**config.mk**
```make
export PLATFORM = sky130hd
export DESIGN_NAME = top_k_largest_tracker
export DESIGN_NICKNAME = d
export VERILOG_FILES = /design/src/hw/rtl/tkl_pkg.sv /design/src/hw/rtl/top_k_largest_tracker.sv /design/src/hw/rtl/tkl_ctrl.sv /design/src/hw/rtl/tkl_datapath.sv
export SDC_FILE = /design/constraint.sdc
export NUM_CORES = 2
export LEC_CHECK = 0
export BUFFER_PORTS_ARGS = -buffer_cell sky130_fd_sc_hd__buf_4
export CAP_MARGIN = 20
export CELL_PAD_IN_SITES_DETAIL_PLACEMENT = 1
export CELL_PAD_IN_SITES_GLOBAL_PLACEMENT = 1
export CORE_ASPECT_RATIO = 0.6
export CORE_UTILIZATION = 49
export CTS_BUF_LIST = sky130_fd_sc_hd__clkbuf_8
export DETAILED_ROUTE_END_ITERATION = 16
export PLACE_DENSITY = 0.78
export RECOVER_POWER = 25
export SYNTH_ARGS = -nofsm -noshare
export SYNTH_HDL_FRONTEND = slang
export SYNTH_HIERARCHICAL = 1
export SYNTH_SLANG_ARGS = --single-unit
```
**constraint.sdc**
```tcl
create_clock -name clk -period 11.65 [get_ports clk]
set_input_delay 1.7475 -clock clk [delete_from_list [all_inputs] [get_ports clk]]
set_output_delay 1.7475 -clock clk [all_outputs]
set_load 0.01 [all_outputs]
```
**src/hw/rtl/tkl_pkg.sv**
```systemverilog
`timescale 1ns / 1ps

package tkl_pkg;

	typedef enum logic [1:0] {
		KIND_INSERT = 2'd0,
		KIND_READ   = 2'd1,
		KIND_CLEAR  = 2'd2,
		KIND_NONE   = 2'd3
	} kind_t;

	typedef enum logic [1:0] {
		STATUS_OK    = 2'd0,
		STATUS_RANGE = 2'd1,
		STATUS_DROP  = 2'd2
	} status_t;

	localparam int unsigned TAG_W   = 16;
	localparam int unsigned SIZE_W  = 64;
	localparam int unsigned INDEX_W = 6;
	localparam int unsigned COUNT_W = 7;

	typedef struct packed {
		kind_t               kind;
		logic [TAG_W-1:0]    tag;
		logic [SIZE_W-1:0]   size;
		logic [INDEX_W-1:0]  index;
	} req_word_t;

	typedef struct packed {
		status_t             status;
		logic [TAG_W-1:0]    read_tag;
		logic [SIZE_W-1:0]   read_size;
		logic [COUNT_W-1:0]  entry_count;
	} rsp_word_t;

	// Commands from the controller to the datapath.
	typedef struct packed {
		logic exec;
	} dp_cmd_t;

endpackage

```
**src/hw/rtl/top_k_largest_tracker.sv**
```systemverilog
`timescale 1ns / 1ps

// Channel   Payload                 Handshake
// req       tkl_pkg::req_word_t     req_valid / req_stall
// rsp       tkl_pkg::rsp_word_t     rsp_valid / rsp_stall
//
// Each word is accepted, executed against all list cells in parallel, and
// its result is registered at the same edge.
// One word per cycle is sustained while rsp is not stalled; the combinational
// compare across all cells sets the clock period.
// Reset clears the entry count and the result register; the list starts empty.
// req_stall is high only while an untaken result is stalled at rsp.

module top_k_largest_tracker #(
	parameter int unsigned LIST_DEPTH = 20
) (
	input  logic               clk,
	input  logic               arst_n,
	input  logic               req_valid,
	output logic               req_stall,
	input  tkl_pkg::req_word_t req,
	output logic               rsp_valid,
	input  logic               rsp_stall,
	output tkl_pkg::rsp_word_t rsp
);

	tkl_pkg::dp_cmd_t cmd;

	tkl_ctrl u_ctrl (
		.clk       (clk),
		.arst_n    (arst_n),
		.req_valid (req_valid),
		.req_stall (req_stall),
		.rsp_valid (rsp_valid),
		.rsp_stall (rsp_stall),
		.cmd       (cmd)
	);

	tkl_datapath #(
		.LIST_DEPTH (LIST_DEPTH)
	) u_datapath (
		.clk       (clk),
		.arst_n    (arst_n),
		.cmd       (cmd),
		.req       (req),
		.rsp       (rsp)
	);

endmodule

```
**src/hw/rtl/tkl_ctrl.sv**
```systemverilog
`timescale 1ns / 1ps

module tkl_ctrl (
	input  logic                clk,
	input  logic                arst_n,
	input  logic                req_valid,
	output logic                req_stall,
	output logic                rsp_valid,
	input  logic                rsp_stall,
	output tkl_pkg::dp_cmd_t    cmd
);

	typedef enum logic {
		ST_EMPTY,
		ST_HOLD
	} state_t;

	state_t state_q;
	logic   accept;

	// The result register frees up in the same cycle that its word is taken.
	assign req_stall = (state_q == ST_HOLD) && rsp_stall;
	assign accept    = req_valid && !req_stall;
	assign cmd.exec  = accept;
	assign rsp_valid = (state_q == ST_HOLD);

	always_ff @(posedge clk or negedge arst_n) begin
		if (!arst_n) begin
			state_q <= ST_EMPTY;
		end else begin
			case (state_q)
				ST_EMPTY: begin
					if (accept) begin
						state_q <= ST_HOLD;
					end
				end
				ST_HOLD: begin
					if (!accept && !rsp_stall) begin
						state_q <= ST_EMPTY;
					end
				end
				default: begin
					state_q <= ST_EMPTY;
				end
			endcase
		end
	end

endmodule

```
**src/hw/rtl/tkl_datapath.sv**
```systemverilog
`timescale 1ns / 1ps

module tkl_datapath #(
	parameter int unsigned LIST_DEPTH = 20
) (
	input  logic                clk,
	input  logic                arst_n,
	input  tkl_pkg::dp_cmd_t    cmd,
	input  tkl_pkg::req_word_t  req,
	output tkl_pkg::rsp_word_t  rsp
);

	localparam int unsigned CW = $clog2(LIST_DEPTH + 1);
	localparam int unsigned IW = $clog2(LIST_DEPTH);

	logic [tkl_pkg::SIZE_W-1:0] size_q [LIST_DEPTH];
	logic [tkl_pkg::TAG_W-1:0]  tag_q  [LIST_DEPTH];
	logic [CW-1:0]              count_q;
	tkl_pkg::rsp_word_t         rsp_q;

	logic [LIST_DEPTH-1:0] valid_v;
	logic [LIST_DEPTH-1:0] ge_v;
	logic [LIST_DEPTH-1:0] at_last_v;
	logic [LIST_DEPTH-1:0] place_v;
	logic [LIST_DEPTH-1:0] before_v;
	logic                  full;
	logic                  append;
	logic                  kept;
	logic                  read_ok;
	logic [IW-1:0]         rd_idx;
	logic                  rd_hit;
	logic [CW-1:0]         count_d;
	tkl_pkg::rsp_word_t    rsp_d;

	// Every cell compares against the incoming size at once; the insert
	// position is the first cell that claims it, and all cells past it
	// take their upper neighbor.
	always_comb begin
		full = (count_q == CW'(LIST_DEPTH));
		for (int i = 0; i < LIST_DEPTH; i++) begin
			valid_v[i]   = (CW'(i) < count_q);
			ge_v[i]      = valid_v[i] && (req.size >= size_q[i]);
			at_last_v[i] = (CW'(i + 1) == count_q) && (req.size <= size_q[i]);
		end
		append = !full && ((count_q == '0) || (|at_last_v));
		for (int i = 0; i < LIST_DEPTH; i++) begin
			place_v[i]  = append ? (CW'(i) == count_q) : ge_v[i];
			before_v[i] = |(place_v & ~({LIST_DEPTH{1'b1}} << i));
		end
		kept = |place_v;

		read_ok = ({1'b0, req.index} < (tkl_pkg::INDEX_W + 1)'(LIST_DEPTH));
		rd_idx  = req.index[IW-1:0];
		rd_hit  = read_ok && valid_v[rd_idx];

		count_d = count_q;
		rsp_d   = '0;
		case (req.kind)
			tkl_pkg::KIND_INSERT: begin
				if (!kept) begin
					rsp_d.status = tkl_pkg::STATUS_DROP;
				end else if (!full) begin
					count_d = count_q + CW'(1);
				end
			end
			tkl_pkg::KIND_READ: begin
				if (!read_ok) begin
					rsp_d.status = tkl_pkg::STATUS_RANGE;
				end else if (rd_hit) begin
					rsp_d.read_tag  = tag_q[rd_idx];
					rsp_d.read_size = size_q[rd_idx];
				end
			end
			tkl_pkg::KIND_CLEAR: begin
				count_d = '0;
			end
			default: begin
				count_d = count_q;
			end
		endcase
		rsp_d.entry_count = tkl_pkg::COUNT_W'(count_d);
	end

	always_ff @(posedge clk or negedge arst_n) begin
		if (!arst_n) begin
			count_q <= '0;
		end else if (cmd.exec) begin
			count_q <= count_d;
		end
	end

	// Cells past the count are never read as data, so clear only drops the
	// count and the cell contents need no reset.
	always_ff @(posedge clk) begin
		if (cmd.exec && (req.kind == tkl_pkg::KIND_INSERT)) begin
			for (int i = 0; i < LIST_DEPTH; i++) begin
				if (before_v[i] && (i > 0)) begin
					size_q[i] <= size_q[(i > 0) ? i - 1 : 0];
					tag_q[i]  <= tag_q[(i > 0) ? i - 1 : 0];
				end else if (place_v[i]) begin
					size_q[i] <= req.size;
					tag_q[i]  <= req.tag;
				end
			end
		end
	end

	always_ff @(posedge clk or negedge arst_n) begin
		if (!arst_n) begin
			rsp_q <= '0;
		end else if (cmd.exec) begin
			rsp_q <= rsp_d;
		end
	end

	assign rsp = rsp_q;

endmodule

```
## Word-level counts from Yosys, hierarchy flattened

Memories as Yosys holds them, arrays and structs flattened.
Cells that the tools add are included.

- Register bits: 88
- Memory bits (writable): 1600
- Output and inout port bits: 91
- Word-level logic and storage cells: 414
- Memories kept: 2

Memory list:

| memory | words | width | read ports | clocked after Yosys merged registers in | write ports | RTL line | source |
|---|---|---|---|---|---|---|---|
| u_datapath.size_q | 20 | 64 | 21 | 0 | 20 | tkl_datapath.sv:16 | `logic [tkl_pkg::SIZE_W-1:0] size_q [LIST_DEPTH];` |
| u_datapath.tag_q | 20 | 16 | 20 | 0 | 20 | tkl_datapath.sv:17 | `logic [tkl_pkg::TAG_W-1:0] tag_q [LIST_DEPTH];` |

- Add/sub/neg operators: 1
- Order comparisons: 62
- Eq/ne operators: 25
- Muxes and demuxes: 205
- Bitwise operators: 39
- Reductions and logical operators: 75

Operator list:

| operator | number |
|---|---|
| $ge 64x64->1 | 20 |
| $le 64x64->1 | 20 |
| $mux 64 | 19 |
| $mux 16 | 19 |
| $mux 80 | 3 |
| $mux 1 | 157 |
| $logic_and 1x1->1 | 46 |
| $eq 4x5->1 const A | 8 |
| $lt 4x5->1 const A | 8 |
| $reduce_or 20->1 | 2 |
| $or 1x1->1 | 38 |
| $eq 5x5->1 const A | 5 |
| $eq 3x5->1 const A | 4 |
| $lt 3x5->1 const A | 4 |
| $lt 5x5->1 const A | 4 |
| $reduce_or 19->1 | 1 |
| $reduce_or 18->1 | 1 |
| $reduce_or 17->1 | 1 |
| $reduce_or 16->1 | 1 |
| $reduce_or 15->1 | 1 |
| $reduce_or 14->1 | 1 |
| $reduce_or 13->1 | 1 |
| $reduce_or 12->1 | 1 |
| $reduce_or 11->1 | 1 |
| other kinds (34) | 41 |

## Depth between registers and ports, before layout

An unclocked memory read counts as a cell.

- Word-level depth: 12
- Gate-level depth with buffers: 19
- Gate-level depth less buffers: 15

## By module

Netlist, hierarchy kept.

Modules (own cells, without submodules):

| module | times used | cells an instance | area an instance (µm²) | seq. area each (µm²) |
|---|---|---|---|---|
| tkl_datapath | 1 | 9370 | 115901.2 | 50223.2 |
| tkl_ctrl | 1 | 4 | 50.0 | 25.0 |

## Worst setup path before layout

Ideal clock, no wire load.

- Path type: in2reg
- Start: in req[68] in the netlist's numbering
- End: mem u_datapath/size_q[10][0] in the netlist's numbering (enable)
- Setup time: 0.409 ns
- Data arrival time: 11.043 ns
- Required time: 11.241 ns
- Setup slack: 0.198 ns
- Stages on the path: 14
- Path buffers: 1
- Cell sequence: ha_1 > nand4_1 > or4_1 > or4_1 > nor4_2 > a2111oi_1 > o2bb2a_1 > o21ai_1 > o31ai_4 > mux2i_1 > nor2_1 > buf_2 > a31oi_1 > a31o_2

RTL lines:

| item | RTL line | source |
|---|---|---|
| start, declared | top_k_largest_tracker.sv:21 | `input tkl_pkg::req_word_t req,` |
| end, declared | tkl_datapath.sv:16 |  |

==> impl_metrics.tcl <==
set metrics [dict create \
    period_needed_ns 10.40 \
    design.core.area_sq_um 233800 \
    violations "capacitance limit, slew limit" \
    critPathMaxStageDelay_ns 1.85 \
    drt_iter0_markers 12270 \
    period_share 0.8924 \
    io_buffers 180 \
    ir_worst_vdd_uv 101.3 \
    fin_setup_tns_ns 0 \
    synth_edf_count 1600 \
    n_fill_cell 23720 \
    cts_buffer_depth 4 \
    finalInstanceArea_sq_um 126100 \
    cp_cell_sequence "clkbuf_1 -> ha_1 -> nand4_1 -> nor4_2 -> nand3_1 -> o311ai_0 -> a211oi_1 -> and3b_1 -> nor4_1 -> nand4_1 -> o31ai_4 -> buf_4 -> a21oi_1 -> buf_4 -> nor2_1 -> buf_12" \
    drc_errors 0 \
    cp-start-kind "input pin" \
    setup_viol 0 \
    grt_max_degree 120 \
    grt_pass1_vias 88890 \
    path_depth 16 \
    synthXorXnorAreaFrac 0 \
    finClkSkew_ns 0.09710 \
    dr_wl_met3_mm 73.92 \
    h-tree-depth 5 \
    synth.avg_cell_area_sq_um 12.37 \
    pin_count 183 \
    top_layer "met5" \
    post_layout_nonfiller_instances 12900 \
    drt-total-wl_mm 471.8 \
    synth_cells 9374 \
    grt_pass1_wl_mm 662.8 \
    report.power.total_w 0.01565 \
    die_h_um 378.8 \
    die-area_sq_um 238600 \
    wl_per_cell_um 36.56 \
    dp.final_hpwl_mm 338.7 \
    ant_nets 0 \
    crit_path_end_kind "flip-flop" \
    die_width_um 630.0 \
    multi_input_area_sq_um 58890 \
    finalMaxSlewViolations 2766 \
    start_util 0.4959 \
    async_flop_share 0.05213 \
    synth-seq-area-share 0.4334 \
    first_pass_iters 6 \
    synth_compound_area_frac 0.06897 \
    slowest_stage "nor2_1" \
    synth_flop_cell "edfxtp_1" \
    place_area_sq_um 121500 \
    path_buf_inv 4 \
    grt_usage 0.3884 \
    cts_tree "built" \
    p_per_area_nw_per_um2 124.1 \
    holdBufCountCts 0 \
    reg2reg_depth 6 \
    final_nets 10930 \
    yosys_register_bits 1688 \
    cp-endpoint "u_datapath/size_q[0][35]" \
    r2r-start "u_ctrl/rsp_valid" \
    final_common_cell "edfxtp_1" \
    postCtsSetupBuffers 0 \
    outcome "finished, violations left" \
    synth_adder_area_share 0.1386 \
    syn_area_sq_um 116000 \
    gp_congestion 1.023 \
    hold_viol_final 0 \
    yosysUniqueCellTypes 88 \
    critPathLaunch "req[47]" \
    crit_family "simple AND/OR/NAND/NOR gates" \
    drt-vias-per-instance 6.860 \
    wl_met1_mm 193.6 \
    cp_max_fo 68 \
    required_ns 12.24 \
    yosys.area_share.simple 0.05377 \
    grt.overflow.total 0 \
    area_growth_pct 8.767 \
    place_inst 12380 \
    synth_top_family_by_area "multiplexers" \
    most-common-layout-cells "edfxtp_1, inv_1, mux2_2" \
    cts_root_buf "clkbuf_8" \
    seqCellArea_sq_um 50250 \
    synth_warnings 6 \
    fmax_mhz 96.19 \
    synthMuxAreaShare 0.2431 \
    cts_made_buffers 288 \
    leakagePower_nw 51.54 \
    hold_path_class "reg2reg" \
    clk_latency_ns 1.03 \
    drv_cap 68 \
    vias 88520 \
    worstReg2RegEnd "u_datapath/rsp[35]" \
    worst_pin_slew_ns 4.409 \
    clock-sinks 1688 \
    crit_arrival_ns 10.98 \
    rows 137 \
    wl_met2_mm 186.9 \
    timing.slew.headroom -1.939 \
    rsz0062_at_grt "false" \
    clk_pin_slew_worst_paths_ns 0.06 \
    crit_type "in2reg" \
    drive_gt1_frac 0.2506 \
    cts_resized 0 \
    reg2reg_slack_ns 3.13 \
    antenna_found_initial 39 \
    whs_ns 0.5251 \
]
per-layer routing:
metal	up-vias	track usage
met2	5910	0.5282
met4	32	0.1275
met3	866	0.1566
li1	35790	-
met5	-	0
met1	45920	0.5576
kinds of logic (layout without fill, tap and decap cells):
logic type,Yosys count,in the layout
buf+inv,1870,2259
mux,2033,2033
simple gates,1199,1199
compound gates,1298,1298
fa+ha+maj,1285,1285
flops,1688,1688
other cells,1,15
cell usage after synthesis, drive strengths merged (88+ instances only):
| cell | instances | area, sq um |
|---|---|---|
| a21o | 203 | 1524 |
| a21oi | 479 | 2397 |
| buf | 260 | 1166 |
| clkbuf | 217 | 814.5 |
| dfrtp | 88 | 2202 |
| edfxtp | 1600 | 48050 |
| ha | 1283 | 16050 |
| inv | 1392 | 5225 |
| mux2 | 1462 | 16460 |
| mux2i | 91 | 910.9 |
| mux4 | 480 | 10810 |
| nand2 | 348 | 1306 |
| nand3 | 92 | 465.5 |
| nand4 | 291 | 1827 |
| nor2 | 139 | 521.8 |
| o21ai | 258 | 1291 |
| o22ai | 90 | 563.0 |
how the worst min path moves through the flow:
stage | from | end | cells past startpoint
2_1_floorplan | u_datapath/tag_q[14][15] | u_datapath/tag_q[15][15] | 1
3_3_place_gp | u_datapath/rsp[33] | u_datapath/rsp[33] | 2
3_5_place_dp | u_datapath/rsp[8] | u_datapath/rsp[8] | 2
4_1_cts | u_datapath/rsp[16] | u_datapath/rsp[16] | 2
5_1_grt | u_datapath/rsp[73] | u_datapath/rsp[73] | 2
6_report | u_datapath/rsp[16] | u_datapath/rsp[16] | 2
state kept, by name, summed over array words and instances (netlist names):
| name | count |
|---|---|
| u_datapath/tag_q | 320 |
| u_datapath/size_q | 1280 |
| u_ctrl/rsp_valid | 1 |
| u_datapath/rsp | 87 |
area by class of cell:
| type | count | area share |
|---|---|---|
| well taps | 3127 | 0.03102 |
| flip-flops and latches | 1688 | 0.3984 |
| clock buffers | 314 | 0.03427 |
| repair buffers | 366 | 0.01974 |
| diodes | 13 | 0.0002579 |
| inverters | 1393 | 0.04146 |
| multi-input cells | 5817 | 0.4670 |
| clock inverters | 186 | 0.007867 |
stage by stage:
stage / util / setup slack [ns]
floorplan: - / 0.1985
global placement: 0.5192 / 0.9264
detailed placement: 0.5196 / 1.956
CTS: 0.5424 / 3.010
global route: 0.5393 / 1.301
finish: 0.5394 / 1.254
worst register-to-register path: stages (launching register included):
cell	delay [ns]
dfrtp_1	0.42
a21boi_0	0.98
clkbuf_1	3.11
clkbuf_1	1.58
o2111ai_1	0.42
clkbuf_1	1.14
o22ai_1	0.69
power breakdown:
group          leakage (nW)  internal (W)  total, W  switching, W
combinational          32.7       0.00105   0.00305       0.00200
sequential             15.8       0.00697   0.00719      0.000222
clock                  3.05       0.00262   0.00541       0.00279
Power figures use the tool's default switching activity.
